`src/rtl/sm3_ram.sv`:
```
module sm3_ram #(
    parameter int WIDTH = 32,
    parameter int DEPTH = 16
) (
    input  logic                     clk,
    input  logic                     wr_en,
    input  logic [$clog2(DEPTH)-1:0] wr_addr,
    input  logic [WIDTH-1:0]         wr_data,
    input  logic [$clog2(DEPTH)-1:0] rd_addr,
    output logic [WIDTH-1:0]         rd_data
);
    logic [WIDTH-1:0] mem [DEPTH];

    always_ff @(posedge clk)
    begin
        if (wr_en)
        begin
            mem[wr_addr] <= wr_data;
        end
        rd_data <= mem[rd_addr];
    end
endmodule

```
`config.mk`:
```
export PLATFORM = sky130hd
export DESIGN_NAME = sm3_ram
export DESIGN_NICKNAME = d
export VERILOG_FILES = /design/src/rtl/sm3_ram.sv
export SDC_FILE = /design/constraint.sdc
export NUM_CORES = 1
export LEC_CHECK = 0
export BUFFER_PORTS_ARGS = -buffer_cell sky130_fd_sc_hd__buf_2
export CAP_MARGIN = 10
export CORE_MARGIN = 2
export CORE_UTILIZATION = 52
export DETAILED_ROUTE_END_ITERATION = 16
export GPL_TIMING_DRIVEN = 0
export PLACE_DENSITY = 0.71
export SLEW_MARGIN = 0
export SYNTH_ARGS = -nofsm -noshare
export SYNTH_HDL_FRONTEND = slang
export SYNTH_SLANG_ARGS = --single-unit
```
`constraint.sdc`:
```
create_clock -name clk -period 6.6 [get_ports clk]
set_clock_uncertainty 0.2 [all_clocks]
set_input_delay 0.99 -clock clk [delete_from_list [all_inputs] [get_ports clk]]
set_output_delay 0.99 -clock clk [all_outputs]
set_load 0.02 [all_outputs]
```
==> Word-level counts from Yosys, hierarchy flattened <==
Memory sizes are Yosys's and may differ from the RTL's. A register that Yosys moved wholly into a read port is not among the register bits.
Index checks and enable logic that the tools add are counted.
{ "word_totals": {"in_bits": 42, "mem_bits_rw": 512, "memories": 1, "elab_cells": 3, "register_bits": 0} }
{ "memory_table": {"columns": ["name", "words", "width", "read_ports", "rd_ports_with_merged_regs", "wr", "line", "rtl"], "rows": [
  ["mem", 16, 32, 1, 1, 1, "12", "logic [WIDTH-1:0] mem [DEPTH];"]
]} }
{ "classes": {"mux": 2} }
{ "op_table": {"columns": ["cell", "count"], "rows": [
  ["$mux 1", 2]
]} }

==> Depth between registers and ports, before layout <==
Gate-level depths: netlist of run 1.
{ "logic_depth": {"depth_word": 2, "ltp_mapped": 5} }

==> Worst setup path after synthesis of run 1 <==
No wires, ideal clock.
{ "synth_timing": {"kind": "in2reg", "start": "input wr_addr[2]", "end": "memory mem[0][0], enable pin", "t_arrival_ns": 3.708, "path_stages": 2, "setup_slack_ns": 2.230, "setup_ns": 0.461, "path_buffers": 0, "path_cell_list": "or3b_2 > nor3_1"} }
{ "synth_rtl": {"columns": ["item", "line", "rtl"], "rows": [
  ["start, declared", "7", "input logic [$clog2(DEPTH)-1:0] wr_addr,"],
  ["end, declared", "12", null]
]} }
Straight into the memory's write port.

==> Worst setup path in the final report of run 1 <==
{ "layout_timing": {"start": "input wr_addr[2]", "end": "memory mem[0][22], enable pin"} }
Straight into the memory's write port.

==> results.py, run 1 <==
metrics = {
    "clock_tree": {
        "cts_hold_buffers": 0,
        "clock_sinks": 544,
        "numCtsBuffers": 52,
        "cts_setup_buffers": 0,
        "path_clk_slew_ps": 60,
        "cts_tree": "built",
        "cts_buffer_depth": 3,
        "cts_max_level": 2,
        "clockRootBuffer": "clkbuf_16",
        "cts_resized": 0,
        "clk_latency_ps": 570,
    },
    "global_route": {
        "grt_overflow": 0,
        "grt_pass1_wl_mm": 60.9,
        "grt_pass1_vias": 9500,
        "grt_max_degree": 23,
        "grtUsageTotal_pct": 21.5,
        "antenna_found_initial": 3,
    },
    "sta": {
        "period_needed_ps": 2730,
        "slew_headroom_pct": 31.5,
        "max_freq_mhz": 367,
        "setup_viol": 0,
        "slew_viol_final": 0,
        "min_period_over_period_pct": 41.3,
        "timing.hold.ws_ps": 469,
        "hold_viol": 0,
        "rsz0062_at_grt": "false",
        "tightest_slew_ps": 1020,
    },
    "hold_path": {
        "whs_endpoint": "rd_data[29]$_DFF_P_",
        "hold_path.class": "register to register",
        "holdPathStages": 3,
        "worstHoldStart": "mem[14][29]$_DFFE_PP_",
    },
    "floorplanning": {
        "dieArea_mm2": 0.0398,
        "start_util_pct": 52.7,
        "num_io_pins": 74,
        "placementRows": 71,
        "die_x_um": 199,
        "die_y_um": 199,
        "core_mm2": 0.0377,
    },
    "critical_path": {
        "slowest_delay_ps": 810,
        "required_ps": 6670,
        "crit_buf_inv": 2,
        "ff2ff_path_depth": 3,
        "critPathKind": "primary input to register",
        "critPathLaunchType": "primary input",
        "rr_endpoint": "rd_data[16]$_DFF_P_",
        "cp_cell_sequence": "buf_2 -> or3b_2 -> nor3_2 -> buf_6",
        "cp.arrival_ps": 2790,
        "setup.worst_path.end_class": "register",
        "r2r-start": "mem[10][16]$_DFFE_PP_",
        "worst-path-max-fanout": 9,
        "r2r_slack_ps": 5030,
        "crit_family": "simple AND/OR/NAND/NOR gates",
        "slowest_stage": "nor3_2",
    },
    "synth": {
        "ys_warn_count": 0,
        "ys_seq_area_share_pct": 80.7,
        "synth_edf_count": 512,
        "synth_area_per_cell_um2": 23.7,
        "synth_area_mm2": 0.0199,
        "postSynth.asyncResetShare_pct": 0,
        "synth_fp_nets": 880,
        "synth-seq-cells": 544,
        "synthFlopType": "edfxtp_1",
        "syn_inst": 838,
        "ys_types": 18,
    },
    "drt": {
        "routed_via_density": 5.96,
        "drt_iter0_drc": 1037,
        "drc": 0,
        "vias": 9219,
        "ant_nets": 0,
        "wl_per_cell_um": 26.6,
        "first_pass_iters": 7,
        "routed_wl_mm": 41.2,
    },
    "power_and_ir_drop": {
        "totalPowerFinal_mw": 7.19,
        "peakVddDrop_mv": 0.159,
        "power.density_mw_per_mm2": 311,
        "power_leakage_nw": 7.44,
    },
    "final_layout": {
        "drive_above_1_share_pct": 32.3,
        "syn_to_final_growth_pct": 16.3,
        "fillers": 2563,
        "fin_nets": 1032,
        "stdcell_count": 1547,
    },
    "placed_design": {
        "dp.cells": 1447,
        "hpwl_mm": 25.1,
        "portBuffers": 71,
        "gp_congestion": 0.713,
    },
    "outcome": {
        "status": "finished, final reports clean",
    },
    "flow_run": {
        "cap_violations": 0,
    },
}
where the power goes:
part           total (mW)  switching (mW)  internal, mW
Combinational       0.375           0.228         0.146
Clock                2.94            1.22          1.71
Sequential           3.88          0.0193          3.86
synthesized netlist by cell type, types with 4 or more instances:
library cell	n	area [um2]
buf_1	9	33.8
nand2_1	33	124
a22oi_1	64	480
mux4_2	128	2880
nor3_1	4	20.0
dfxtp_1	32	641
edfxtp_1	512	15400
buf_4	11	82.6
buf_2	4	20.0
nor2_1	13	48.8
clkbuf_1	17	63.8
metrics by stage:
stage	setup TNS, ps	utilization [%]	instance area (um2)	setup slack [ps]
2_1_floorplan	0	-	19900	2230
3_3_place_gp	-18360	55.4	20800	-352
3_5_place_dp	0	56.8	21400	3310
4_1_cts	0	61.3	23100	3890
5_1_grt	0	61.3	23100	3820
6_report	0	61.3	23100	3870
final cells by class:
| type | count | area [um2] | share of cell area (%) |
|---|---|---|---|
| flip-flops and latches | 544 | 16000 | 69.4 |
| clock inverters | 15 | 161 | 0.699 |
| well taps | 511 | 639 | 2.77 |
| plain buffers | 43 | 223 | 0.965 |
| repair buffers | 98 | 783 | 3.39 |
| diodes | 3 | 7.51 | 0.0325 |
| multi-input cells | 251 | 3730 | 16.1 |
| clock buffers | 82 | 1540 | 6.65 |
cells in the final DEF (no fill, tap or decap), drive strengths merged, types with 3 or more instances in the layout:
master,n
edfxtp,512
nor2,13
diode,3
a22oi,64
clkinv,8
mux4,128
bufinv,3
inv,3
nor3,4
nand2,33
dfxtp,32
clkbuf,99
buf,124
worst max-delay path by stage:
| stage | slack, ps | depth (start not counted) | end | from |
|---|---|---|---|---|
| after floorplan | 2230 | 2 | mem[0][0]$_DFFE_PP_ | wr_addr[2] |
| after global placement | -350 | 3 | mem[0][29]$_DFFE_PP_ | wr_addr[2] |
| after detailed placement | 3310 | 4 | mem[0][24]$_DFFE_PP_ | wr_addr[2] |
| after CTS | 3890 | 4 | mem[0][22]$_DFFE_PP_ | wr_addr[2] |
| after global routing | 3820 | 4 | mem[0][2]$_DFFE_PP_ | wr_addr[2] |
| final | 3870 | 4 | mem[0][22]$_DFFE_PP_ | wr_addr[2] |
routing by layer:
| layer | part of all wire, % | vias up | global-route usage, % |
|---|---|---|---|
| met2 | 51 | 371 | 36.2 |
| li1 | - | 3883 | - |
| met5 | 0.032 | - | 0 |
| met4 | 2.4 | 2 | 6.23 |
| met3 | 6.6 | 73 | 3.46 |
| met1 | 40 | 4890 | 29.3 |
kinds of logic after synthesis:
group,count (synthesis),synth area share (%)
simple gates,59,1.27
buf+inv,43,1.12
mux,128,14.5
flops,544,80.7
compound gates,64,2.42
worst min-delay path, cell delays in order (launching register included):
cell and delay [ps]:
edfxtp_1 310, mux4_2 220, a22oi_1 60, nand2_1 60
registers in the layout, indices dropped and copies added (netlist names):
name and cells:
mem 512, rd_data 32
No activity file was read; power rests on OpenSTA's default activity.
==> run 2, diff against run 1 <==
- PLACE_DENSITY: 0.71 -> 0.73
- clock period: 6.6 -> 2.3 ns (I/O delays scaled with it)
==> run 2 against run 1 <==
Against the previous run:
- core utilization rose by 0.89 points
- routed wire length rose by 3.3%
- first-iteration DRC count fell by 1.2%
- final cell count rose by 1.7%
- worst hold slack got worse by 320 ps
- clock power rose to 2.8 times the previous value
- sequential power rose to 2.9 times the previous value
- register-to-register slack got worse by 4300 ps
- cell area rose by 1.5%
- critical path type unchanged
- largest cell class unchanged
==> results.py, run 2 (same netlist as run 1, synthesis figures left out) <==
metrics = {
    "sta": {
        "min_period_over_period_pct": 88.2,
        "tightest_slew_ps": 974,
        "hold_viol": 0,
        "setup_viol": 0,
        "slew_viol_final": 0,
        "fin_tns_setup_ps": 0,
        "max_freq_mhz": 493,
        "period_needed_ps": 2030,
        "rsz0062_at_grt": "false",
        "slew_headroom_pct": 35.1,
    },
    "clock_tree": {
        "clockRootBuffer": "clkbuf_16",
        "numCtsBuffers": 53,
        "cts_tree": "built",
        "cts_setup_buffers": 0,
        "clock_sinks": 544,
        "cts_buffer_depth": 3,
        "cts_max_level": 2,
        "cts_hold_buffers": 32,
        "cts_resized": 0,
        "clk_latency_ps": 590,
        "path_clk_slew_ps": 60,
    },
    "drt": {
        "drc": 0,
        "first_pass_iters": 7,
        "routed_via_density": 6.02,
        "drt_iter0_drc": 1025,
        "routed_wl_mm": 42.5,
        "vias": 9472,
        "ant_nets": 0,
        "wl_per_cell_um": 27.0,
    },
    "global_route": {
        "grt_overflow": 0,
        "grt_pass1_vias": 9726,
        "antenna_found_initial": 2,
        "grt_max_degree": 24,
        "grt_pass1_wl_mm": 62.8,
        "grtUsageTotal_pct": 22.3,
    },
    "final_layout": {
        "fin_area_mm2": 0.0234,
        "largest_register_ffs": 512,
        "drive_above_1_share_pct": 31.1,
        "regMostFlops": "mem",
        "fin_nets": 1058,
        "layout_common_cells": "edfxtp_1 (512), mux4_2 (128), buf_2 (75), a22oi_1 (64), clkbuf_16 (53)",
        "stdcell_count": 1573,
        "syn_to_final_growth_pct": 18.0,
        "final_common_cell": "edfxtp_1",
        "reg_top3": "mem: 512 flops, rd_data: 32 flops",
        "final_core_util_pct": 62.2,
    },
    "critical_path": {
        "critPathKind": "primary input to register",
        "rr_endpoint": "rd_data[3]$_DFF_P_",
        "setup.worst_path.end_class": "register",
        "critPathLaunchType": "primary input",
        "r2r-start": "mem[2][3]$_DFFE_PP_",
        "ff2ff_path_depth": 3,
        "r2r_slack_ps": 710,
        "cp.arrival_ps": 2120,
        "worst-path-max-fanout": 13,
        "required_ps": 2390,
    },
    "placed_design": {
        "gp_congestion": 0.710,
        "hpwl_mm": 25.2,
        "portBuffers": 71,
        "dp.cells": 1440,
        "place_area_mm2": 0.0214,
    },
    "floorplanning": {
        "core_mm2": 0.0377,
        "die_x_um": 199,
        "num_io_pins": 74,
        "start_util_pct": 52.7,
        "die_y_um": 199,
        "placementRows": 71,
        "dieArea_mm2": 0.0398,
    },
    "power_and_ir_drop": {
        "peakVddDrop_mv": 0.787,
        "power.density_mw_per_mm2": 877,
        "totalPowerFinal_mw": 20.5,
        "power_leakage_nw": 7.56,
    },
    "hold_path": {
        "whs_endpoint": "rd_data[31]$_DFF_P_",
        "worstHoldStart": "rd_addr[2]",
        "holdPathStages": 4,
        "hold_path.class": "primary input to register",
    },
    "outcome": {
        "status": "finished, final reports clean",
    },
    "flow_run": {
        "cap_violations": 0,
    },
}
## run 2: changes by cell type in the layout (fill, tap and decap cells not counted), moves of 4 or more
cell,change
buf_16,+4
buf_6,-14
clkbuf_1,-4
clkbuf_8,-6
clkinv_1,+4
clkinv_2,+6
dlygate4sd3_1,+32
nor3_2,-4
nor3_4,+4
## run 2: worst max-delay path by stage
stage	start	endpoint	slack (ps)
2_1_floorplan	wr_addr[2]	mem[10][0]$_DFFE_PP_	-270
3_3_place_gp	wr_addr[1]	mem[13][17]$_DFFE_PP_	-2040
3_5_place_dp	wr_addr[2]	mem[8][24]$_DFFE_PP_	-360
4_1_cts	wr_addr[2]	mem[8][28]$_DFFE_PP_	250
5_1_grt	wr_addr[2]	mem[8][25]$_DFFE_PP_	180
6_report	wr_addr[2]	mem[8][29]$_DFFE_PP_	270
## run 2: per-layer routing
metal / up-vias / track usage [%] / share of wire, %
li1: 3936 / - / -
met1: 4955 / 32.1 / 40
met2: 493 / 35.4 / 48
met3: 86 / 4.42 / 9.0
met4: 2 / 6.34 / 2.4
met5: - / 0 / 0.031
## run 2: power breakdown
part | total, mW | switching, mW | internal, mW
sequential | 11.1 | 0.0583 | 11.1
clock | 8.27 | 3.53 | 4.74
combinational | 1.14 | 0.682 | 0.458
## run 2: stage by stage
step | worst slack [ps] | hold slack, ps
6_report | 272 | 151
5_1_grt | 178 | 161
3_3_place_gp | -2040 | 447
2_1_floorplan | -273 | 244
3_5_place_dp | -355 | 461
4_1_cts | 251 | 111
## run 2: final cells by class
cell class	count	area, um2
antenna	1	2.50
buffer	43	223
clock buffer	72	1440
clock inverter	28	244
fill	2546	14200
multi-input combinational	251	3750
sequential	544	16000
tap	511	639
timing repair buffer	123	1110
## run 2: worst max-delay path, stage by stage
cell and delay (ps):
buf_2 120, nand3b_1 410, nor3_4 820, buf_16 240, buf_8 160
