===== config.mk =====
export PLATFORM = sky130hd
export DESIGN_NAME = sm3_cf_unit
export DESIGN_NICKNAME = d
export VERILOG_FILES = /design/src/rtl/sm3_pkg.sv /design/src/rtl/sm3_compress.sv
export SDC_FILE = /design/constraint.sdc
export NUM_CORES = 2
export LEC_CHECK = 0
export ABC_CLOCK_PERIOD_IN_PS = 10400
export BUFFER_PORTS_ARGS = -buffer_cell sky130_fd_sc_hd__buf_2
export CORE_MARGIN = 4
export CORE_UTILIZATION = 50
export DETAILED_ROUTE_END_ITERATION = 10
export PLACE_DENSITY = 0.73
export SYNTH_ARGS = -nofsm -noshare
export SYNTH_HDL_FRONTEND = slang
export SYNTH_SLANG_ARGS = --single-unit

===== constraint.sdc =====
create_clock -name clk -period 10.4 [get_ports clk]
set_clock_uncertainty 0.15 [all_clocks]
set_input_delay 1.04 -clock clk [delete_from_list [all_inputs] [get_ports clk]]
set_output_delay 1.04 -clock clk [all_outputs]
set_load 0.1 [all_outputs]

===== src/rtl/sm3_pkg.sv =====
package sm3_pkg;

    localparam int BLOCK_BYTES = 64;
    localparam int WORD_COUNT  = 16;
    localparam int LEN_POS     = 56;
    localparam int ROUNDS      = 64;

    localparam logic [31:0] TJ_LOW  = 32'h79CC4519;
    localparam logic [31:0] TJ_HIGH = 32'h7A879D8A;
    localparam logic [7:0]  PAD_BYTE = 8'h80;

    typedef logic [31:0] word_t;

    typedef struct packed {
        logic [7:0] data_byte;
        logic       byte_present;
        logic       message_end;
    } in_item_t;

    typedef struct packed {
        word_t      digest_word;
        logic [2:0] word_index;
        logic       final_word;
    } out_item_t;

    function automatic word_t init_word(input logic [2:0] idx);
        word_t v;
        unique case (idx)
            3'd0: v = 32'h7380166F;
            3'd1: v = 32'h4914B2B9;
            3'd2: v = 32'h172442D7;
            3'd3: v = 32'hDA8A0600;
            3'd4: v = 32'hA96F30BC;
            3'd5: v = 32'h163138AA;
            3'd6: v = 32'hE38DEE4D;
            3'd7: v = 32'hB0FB0E4E;
            default: v = '0;
        endcase
        return v;
    endfunction

    function automatic word_t rotl(input word_t x, input logic [4:0] n);
        logic [63:0] d;
        d = {x, x} << n;
        return d[63:32];
    endfunction

    function automatic word_t perm0(input word_t x);
        return x ^ rotl(x, 5'd9) ^ rotl(x, 5'd17);
    endfunction

    function automatic word_t perm1(input word_t x);
        return x ^ rotl(x, 5'd15) ^ rotl(x, 5'd23);
    endfunction

endpackage


===== src/rtl/sm3_compress.sv =====
// Compression unit: one round per cycle. The 16-word expansion window is
// held in a shift register and the message words are read from the block
// memory owned by the top level, one word a cycle, before the rounds start.
module sm3_cf_unit (
    input  logic               clk,
    input  logic               rst_n,
    input  logic               start,
    input  sm3_pkg::word_t     cv_in [8],
    output logic [3:0]         rd_addr,
    input  sm3_pkg::word_t     rd_data,
    output logic               done,
    output sm3_pkg::word_t     cv_out [8]
);
    import sm3_pkg::*;

    typedef enum logic [2:0] {
        C_IDLE  = 3'b001,
        C_LOAD  = 3'b010,
        C_ROUND = 3'b100
    } cstate_t;

    cstate_t    state_reg, state_next;
    logic [4:0] load_cnt_reg;
    logic [5:0] round_reg;
    word_t      win_reg [16];
    word_t      v_reg [8];
    word_t      cv_reg [8];
    logic       done_reg;

    word_t w_new, a12, ss1, ss2, ff, gg, tt1, tt2, tj;

    assign rd_addr = load_cnt_reg[3:0];
    assign done = done_reg;
    assign cv_out = v_reg;

    always_comb
    begin
        w_new = perm1(win_reg[0] ^ win_reg[7] ^ rotl(win_reg[13], 5'd15))
                ^ rotl(win_reg[3], 5'd7) ^ win_reg[10];
        tj  = (round_reg < 6'd16) ? TJ_LOW : TJ_HIGH;
        a12 = rotl(v_reg[0], 5'd12);
        ss1 = rotl(a12 + v_reg[4] + rotl(tj, round_reg[4:0]), 5'd7);
        ss2 = ss1 ^ a12;
        if (round_reg < 6'd16)
        begin
            ff = v_reg[0] ^ v_reg[1] ^ v_reg[2];
            gg = v_reg[4] ^ v_reg[5] ^ v_reg[6];
        end
        else
        begin
            ff = (v_reg[0] & v_reg[1]) | (v_reg[0] & v_reg[2]) | (v_reg[1] & v_reg[2]);
            gg = (v_reg[4] & v_reg[5]) | (~v_reg[4] & v_reg[6]);
        end
        tt1 = ff + v_reg[3] + ss2 + (win_reg[0] ^ win_reg[4]);
        tt2 = gg + v_reg[7] + ss1 + win_reg[0];
    end

    always_comb
    begin
        state_next = state_reg;
        unique case (state_reg)
            C_IDLE:  if (start) state_next = C_LOAD;
            C_LOAD:  if (load_cnt_reg == 5'd16) state_next = C_ROUND;
            C_ROUND: if (round_reg == 6'(ROUNDS - 1)) state_next = C_IDLE;
            default: state_next = C_IDLE;
        endcase
    end

    always_ff @(posedge clk or negedge rst_n)
    begin
        if (!rst_n)
        begin
            state_reg    <= C_IDLE;
            load_cnt_reg <= '0;
            round_reg    <= '0;
            done_reg     <= 1'b0;
        end
        else
        begin
            state_reg <= state_next;
            done_reg  <= 1'b0;
            if (state_reg == C_IDLE)
            begin
                load_cnt_reg <= '0;
                round_reg    <= '0;
            end
            if (state_reg == C_LOAD)
            begin
                load_cnt_reg <= load_cnt_reg + 5'd1;
            end
            if (state_reg == C_ROUND)
            begin
                round_reg <= round_reg + 6'd1;
                if (round_reg == 6'(ROUNDS - 1))
                begin
                    done_reg <= 1'b1;
                end
            end
        end
    end

    // Memory read data arrives in the cycle after its address, so loads shift in
    // from count 1 through 16.
    always_ff @(posedge clk)
    begin
        if (state_reg == C_IDLE && start)
        begin
            cv_reg <= cv_in;
            v_reg  <= cv_in;
        end
        if (state_reg == C_LOAD && load_cnt_reg != 5'd0)
        begin
            for (int i = 0; i < 15; i++)
            begin
                win_reg[i] <= win_reg[i + 1];
            end
            win_reg[15] <= rd_data;
        end
        if (state_reg == C_ROUND)
        begin
            for (int i = 0; i < 15; i++)
            begin
                win_reg[i] <= win_reg[i + 1];
            end
            win_reg[15] <= w_new;
            if (round_reg == 6'(ROUNDS - 1))
            begin
                v_reg[0] <= cv_reg[0] ^ tt1;
                v_reg[1] <= cv_reg[1] ^ v_reg[0];
                v_reg[2] <= cv_reg[2] ^ rotl(v_reg[1], 5'd9);
                v_reg[3] <= cv_reg[3] ^ v_reg[2];
                v_reg[4] <= cv_reg[4] ^ perm0(tt2);
                v_reg[5] <= cv_reg[5] ^ v_reg[4];
                v_reg[6] <= cv_reg[6] ^ rotl(v_reg[5], 5'd19);
                v_reg[7] <= cv_reg[7] ^ v_reg[6];
            end
            else
            begin
                v_reg[0] <= tt1;
                v_reg[1] <= v_reg[0];
                v_reg[2] <= rotl(v_reg[1], 5'd9);
                v_reg[3] <= v_reg[2];
                v_reg[4] <= perm0(tt2);
                v_reg[5] <= v_reg[4];
                v_reg[6] <= rotl(v_reg[5], 5'd19);
                v_reg[7] <= v_reg[6];
            end
        end
    end
endmodule


### After elaboration in Yosys (flattened, before gate mapping)

Memory sizes are Yosys's and may differ from the RTL's.
Index checks and enable logic that the tools add are counted.

| word-level totals | value |
|---|---|
| output and inout bits | 261 |
| memories kept | 1 |
| word-level logic and storage cells | 131 |
| register bits after elaboration | 527 |
| input bits | 291 |
| RAM bits | 512 |

Memories:

| name | words | width | rd ports | clocked after memory_dff | write ports | line | text |
|---|---|---|---|---|---|---|---|
| win_reg | 16 | 32 | 16 | 0 | 16 | sm3_compress.sv:25 | `word_t win_reg [16];` |

| cells by class | value |
|---|---|
| $add $sub $neg | 10 |
| magnitude comparators | 1 |
| equality and inequality tests | 8 |
| reduce and logical (&&, ||, !) cells | 7 |
| shift operators | 1 |
| bitwise gates (word level) | 47 |
| multiplexer cells | 36 |

Operators by type and width:

| kind | number |
|---|---|
| 2-to-1 mux 256 bit | 3 |
| bitwise XOR 32 bit | 22 |
| 2-to-1 mux 32 bit | 18 |
| adder 32 bit | 8 |
| AND 32 bit | 5 |
| bitwise OR 32 bit | 3 |
| left shift 63 x 5 -> 64 bit | 1 |
| inverter 32 bit | 1 |
| 2-to-1 mux 26 bit | 1 |
| bitwise OR 1 bit | 16 |
| 2-to-1 mux 6 bit | 2 |
| 2-to-1 mux 5 bit | 2 |
| 2-to-1 mux 3 bit | 3 |
| case mux 3 bit (3 select lines) | 1 |
| adder 6 x 1 -> 6 bit (second input constant) | 1 |
| equality test 6 bit (second input constant) | 1 |
| less-than comparator 6 x 5 -> 1 bit (second input constant) | 1 |
| 2-to-1 mux 1 bit | 6 |
| nonzero test 2 bit | 3 |
| adder 5 x 1 -> 5 bit (second input constant) | 1 |
| equality test 5 bit (second input constant) | 1 |
| nonzero test 5 bit | 1 |
| inequality test 2 bit (second input constant) | 2 |
| equality test 3 x 1 -> 1 bit (second input constant) | 1 |
| 5 further kinds | 6 |

### Longest topological paths before layout

| depth | value |
|---|---|
| depth in word-level cells | 12 |
| gate-level depth with buffers | 43 |
| mapped depth without buffers | 40 |

### Least setup slack after synthesis

Ideal clock, no wire load.

| timing | value |
|---|---|
| path kind | reg2reg |
| start | register round_reg[5] |
| end | register v_reg (netlist bit cv_out[126]), data pin |
| period minus slack after synthesis | 8.993 ns |
| cell stages (with the launch flop) | 39 |
| path slack | 1.407 ns |
| arrival | 8.698 ns |
| library setup time | 0.145 ns |
| cells stage by stage | dfrtp_1 nor2_1 inv_2 clkbuf_1 clkbuf_1 buf_1 ha_1 clkbuf_1 inv_1 o22ai_1 a21oi_1 a22o_1 o21ai_0 fa_1 ha_1 o21a_1 o21ai_0 a2111oi_2 [... 3 more ...] or3_1 a31o_2 a21oi_2 xor2_1 fa_1 fa_1 inv_1 ha_1 nor4_1 o21ai_0 nand4_1 a31oi_1 a211o_1 a31o_2 a311oi_2 xnor2_1 xnor3_1 o21ai_1 |

| between the ends | value |
|---|---|
| word-level cells in the longest chain between the ends | 11 |
| elaborated cells between the ends (all ways) | 14 |

Ends and longest elaborated chain:

| item | line | text |
|---|---|---|
| from (decl) | sm3_compress.sv:24 | `logic [5:0] round_reg;` |
| from (signal assigned) | sm3_compress.sv:93 | `round_reg <= round_reg + 6'd1;` |
| less-than comparator 6 x 5 -> 1 bit | sm3_compress.sv:40, sm3_compress.sv:44 |  |
| 2-to-1 mux 26 bit | sm3_compress.sv:40 | `tj = (round_reg < 6'd16) ? TJ_LOW : TJ_HIGH;` |
| left shift 63 x 5 -> 64 bit | sm3_pkg.sv:44 | `d = {x, x} << n;` |
| adder 32 bit | sm3_compress.sv:42 | `ss1 = rotl(a12 + v_reg[4] + rotl(tj, round_reg[4:0]), 5'd7);` |
| adder 32 bit (2 in a row) | sm3_compress.sv:55 | `tt2 = gg + v_reg[7] + ss1 + win_reg[0];` |
| bitwise XOR 32 bit (2 in a row) | sm3_pkg.sv:49 | `return x ^ rotl(x, 5'd9) ^ rotl(x, 5'd17);` |
| bitwise XOR 32 bit | sm3_compress.sv:132 | `v_reg[4] <= cv_reg[4] ^ perm0(tt2);` |
| 2-to-1 mux 256 bit (*) | sm3_compress.sv:126 | `if (round_reg == 6'(ROUNDS - 1))` |
| 2-to-1 mux 256 bit (*) | sm3_compress.sv:119 | `if (state_reg == C_ROUND)` |
| to (signal assigned) | sm3_compress.sv:109 | `v_reg <= cv_in;` |
| to (decl) | sm3_compress.sv:26 | `word_t v_reg [8];` |

Every way passes the cells marked *; elsewhere a longest branch is shown, timed or not.
A chain may end at the register's enable or synchronous reset.

### Worst setup path in the final report

| timing | value |
|---|---|
| start | register round_reg[0] |
| end | register v_reg (netlist bit cv_out[253]), data pin |

| between the ends | value |
|---|---|
| word-level cells in the longest chain between the ends | 10 |
| elaborated cells between the ends (all ways) | 13 |

Ends and longest elaborated chain:

| item | line | text |
|---|---|---|
| less-than comparator 6 x 5 -> 1 bit | sm3_compress.sv:40, sm3_compress.sv:44 |  |
| 2-to-1 mux 26 bit | sm3_compress.sv:40 |  |
| left shift 63 x 5 -> 64 bit | sm3_pkg.sv:44 |  |
| adder 32 bit | sm3_compress.sv:42 |  |
| bitwise XOR 32 bit | sm3_compress.sv:43 | `ss2 = ss1 ^ a12;` |
| adder 32 bit (2 in a row) | sm3_compress.sv:54 | `tt1 = ff + v_reg[3] + ss2 + (win_reg[0] ^ win_reg[4]);` |
| bitwise XOR 32 bit | sm3_compress.sv:128 | `v_reg[0] <= cv_reg[0] ^ tt1;` |
| 2-to-1 mux 256 bit (*) | sm3_compress.sv:126 |  |
| 2-to-1 mux 256 bit (*) | sm3_compress.sv:119 |  |

Marks and branches as above.

==> flow_metrics.env <==
export IMPL_gr_usage_all_layers_pct=30.5
export IMPL_grtUsageMet2_pct=46.5
export IMPL_cp_top_family="compound AO/OA/AOI/OAI gates"
export IMPL_worst_pin_slew_ns=1.28
export IMPL_viasPerCell=5.72
export IMPL_ant_nets=0
export IMPL_grt_busiest_layer="met2"
export IMPL_drtPass1Iterations=6
export IMPL_ctsResizeCount=0
export IMPL_maxCapViolations=0
export IMPL_die_height_um=332
export IMPL_syn_inst=4188
export IMPL_synth_edf_count=1024
export IMPL_layout_drive_gt1_share_pct=16.9
export IMPL_synth_ff_type="edfxtp_1"
export IMPL_place_area_um2=57000
export IMPL_wirelength_um=173000
export IMPL_start_kind="register"
export IMPL_r2r_end="cv_out[253]"
export IMPL_hold_viol_final=0
export IMPL_grt_remaining_overflow=0
export IMPL_reg2reg_depth=32
export IMPL_setup_viol=0
export IMPL_path_buf_inv=2
export IMPL_syn_nets=4768
export IMPL_grt_pass1_vias=33700
export IMPL_critPathMaxFanout=15
export IMPL_syn_cell_area_um2=52600
export IMPL_cts_tree="built"
export IMPL_postCtsSetupBuffers=0
export IMPL_relSlewSlack_pct=14.7
export IMPL_areaGrowthSynthToFinish_pct=15.0
export IMPL_vias=35700
export IMPL_rsz0062_at_grt="false"
export IMPL_cts_sinks=1039
export IMPL_post_route_drc_count=0
export IMPL_start_util_pct=50.6
export IMPL_max_freq_mhz=101
export IMPL_io_pins=552
export IMPL_fin_util_pct=58.2
export IMPL_gp_congestion=0.963
export IMPL_status="finished clean"
export IMPL_drt_first_iter_violations=4550
export IMPL_htreeDepth=3
export IMPL_cp_arrival_ns=10.12
export IMPL_wl_per_cell_um=27.7
export IMPL_clockBufferDepth=3
export IMPL_cts_made_buffers=107
export IMPL_drv_slew=0
export IMPL_worst_r2r_startpoint="round_reg[0]"
export IMPL_critPathMostFrequentCell="o21ai_0"
export IMPL_antenna_found_initial=30
export IMPL_crit_required_ns=10.67
export IMPL_worstSetupPathType="reg2reg"
export IMPL_yosys_warnings=0
export IMPL_critPathMaxStageDelay_ns=0.69
export IMPL_largest_reg_flops=512
export IMPL_period_minus_slack_ns=9.85
export IMPL_grt_max_degree=200
export IMPL_avgSynthCellArea_um2=12.6
export IMPL_critPathSlowestCell="dfrtp_1"
export IMPL_insertion_delay_ns=0.72
export IMPL_hp_class="in2async"
export IMPL_grt_pass1_wl_um=243000
export IMPL_path_clk_slew_ns=0.07
export IMPL_root_buffer="clkbuf_16"
export IMPL_fin_crit_sh_pct=94.7
export IMPL_row_count=118
export IMPL_grt_met3_usage_pct=7.79
export IMPL_floorplan_die_width_um=332
export IMPL_ys_types=84
export IMPL_dp_hpwl_um=132000
export IMPL_crit_path_end_kind="register"
export IMPL_yosysSeqAreaShare_pct=59.2
export IMPL_numPortBuffers=551
export IMPL_dieArea_um2=110000
export IMPL_layout_nets=5332
export IMPL_n_fill_cell=8364
export IMPL_ys_ff_latch=1039
export IMPL_met1_usage_pct=41.9
export IMPL_r2r_slack_ns=0.55
export IMPL_postCtsHoldBufs=0
export IMPL_synthArstFlopShare_pct=1.44
export IMPL_setup_tns_ns=0
export IMPL_fin_area_um2=60500
export IMPL_core_area_um2=104000
-- cells in the final DEF (no fill, tap or decap), types with 101 or more instances in the layout --
master	instances
edfxtp_1	1024
nand2_1	695
buf_2	551
o21ai_0	423
xnor2_1	397
xor2_1	271
inv_1	237
fa_1	188
a21oi_1	138
nor2_1	109
clkbuf_16	107
ha_1	101
-- metal layers --
layer | vias up | wire length (um)
met1 | 17500 | 67700
met3 | 362 | 18900
met5 | - | 82
li1 | 15800 | -
met2 | 2086 | 78000
met4 | 14 | 8310
-- area by class of cell --
type,instances,area (um2),share of cell area (%)
antenna,23,57.6,0.0952
clock buffer,135,2810,4.65
clock inverter,62,641,1.06
inverter,242,918,1.52
multi-input combinational,2749,19900,33.0
sequential,1039,31100,51.5
tap,1380,1730,2.86
timing repair buffer,613,3260,5.39
-- cells in the mapped netlist (4+ instances only) --
master / count / area (um2)
o21a_1: 15 / 113
nor2b_1: 20 / 125
nand2b_1: 6 / 37.5
o31ai_1: 6 / 45.0
o211ai_1: 13 / 97.6
xnor2_1: 397 / 3480
mux2i_1: 32 / 320
nor2_1: 110 / 413
o21bai_1: 11 / 82.6
o21ai_0: 423 / 2120
o21ai_1: 5 / 25.0
a21o_1: 41 / 308
xor2_1: 271 / 2370
o221ai_1: 8 / 70.1
nand3_1: 42 / 210
buf_6: 4 / 45.0
o22ai_1: 4 / 25.0
edfxtp_1: 1024 / 30700
and2_1: 5 / 31.3
a21oi_1: 138 / 691
and3_1: 7 / 43.8
fa_1: 188 / 3760
dfrtp_1: 14 / 350
a211o_1: 4 / 35.0
a31o_2: 8 / 70.1
nand2_1: 697 / 2620
nor3_1: 42 / 210
ha_1: 101 / 1260
clkbuf_1: 124 / 465
nand4_1: 10 / 62.6
a211oi_1: 20 / 150
buf_4: 7 / 52.6
or3_1: 6 / 37.5
mux2_2: 23 / 259
inv_1: 238 / 893
buf_1: 17 / 63.8
a31oi_1: 35 / 219
-- stage by stage --
stage	hold WS [ns]	worst slack [ns]	cells
floorplan	0.250	1.41	4188
global placement	0.250	0.962	6023
detailed placement	0.255	0.854	6023
CTS	0.0998	0.774	6220
global route	0.115	0.0328	6230
finish	0.122	0.547	6243
-- worst max path at each step --
stage / startpoint / end / depth (start not counted)
after floorplan: round_reg[5] / cv_out[126] / 38
after global placement: round_reg[0] / cv_out[253] / 32
after detailed placement: round_reg[0] / cv_out[253] / 32
after CTS: round_reg[0] / cv_out[253] / 32
after global routing: round_reg[0] / cv_out[253] / 33
final: round_reg[0] / cv_out[253] / 32
-- worst reg2reg max path, delay by kind of cell (launching register included) --
family,cells,cell delay (ns)
flops,1,0.69
xor+xnor,3,0.84
fa+ha+maj,6,2.54
buf+inv,2,0.20
compound gates,17,4.40
simple gates,4,0.76
-- cells by family (layout without fill, tap and decap cells) --
kind of cell | count (synthesis) | count (layout) | share of synthesized area, %
buf+inv | 400 | 1052 | 3.00
fa+ha+maj | 289 | 289 | 9.56
compound gates | 769 | 769 | 8.39
simple gates | 964 | 964 | 7.50
other cells | 0 | 23 | 0
flops | 1039 | 1039 | 59.2
xor+xnor | 672 | 672 | 11.3
mux | 55 | 55 | 1.10
Power is not shown: default switching activity piles up to over one toggle a cycle in this logic, so the estimate is an artifact.
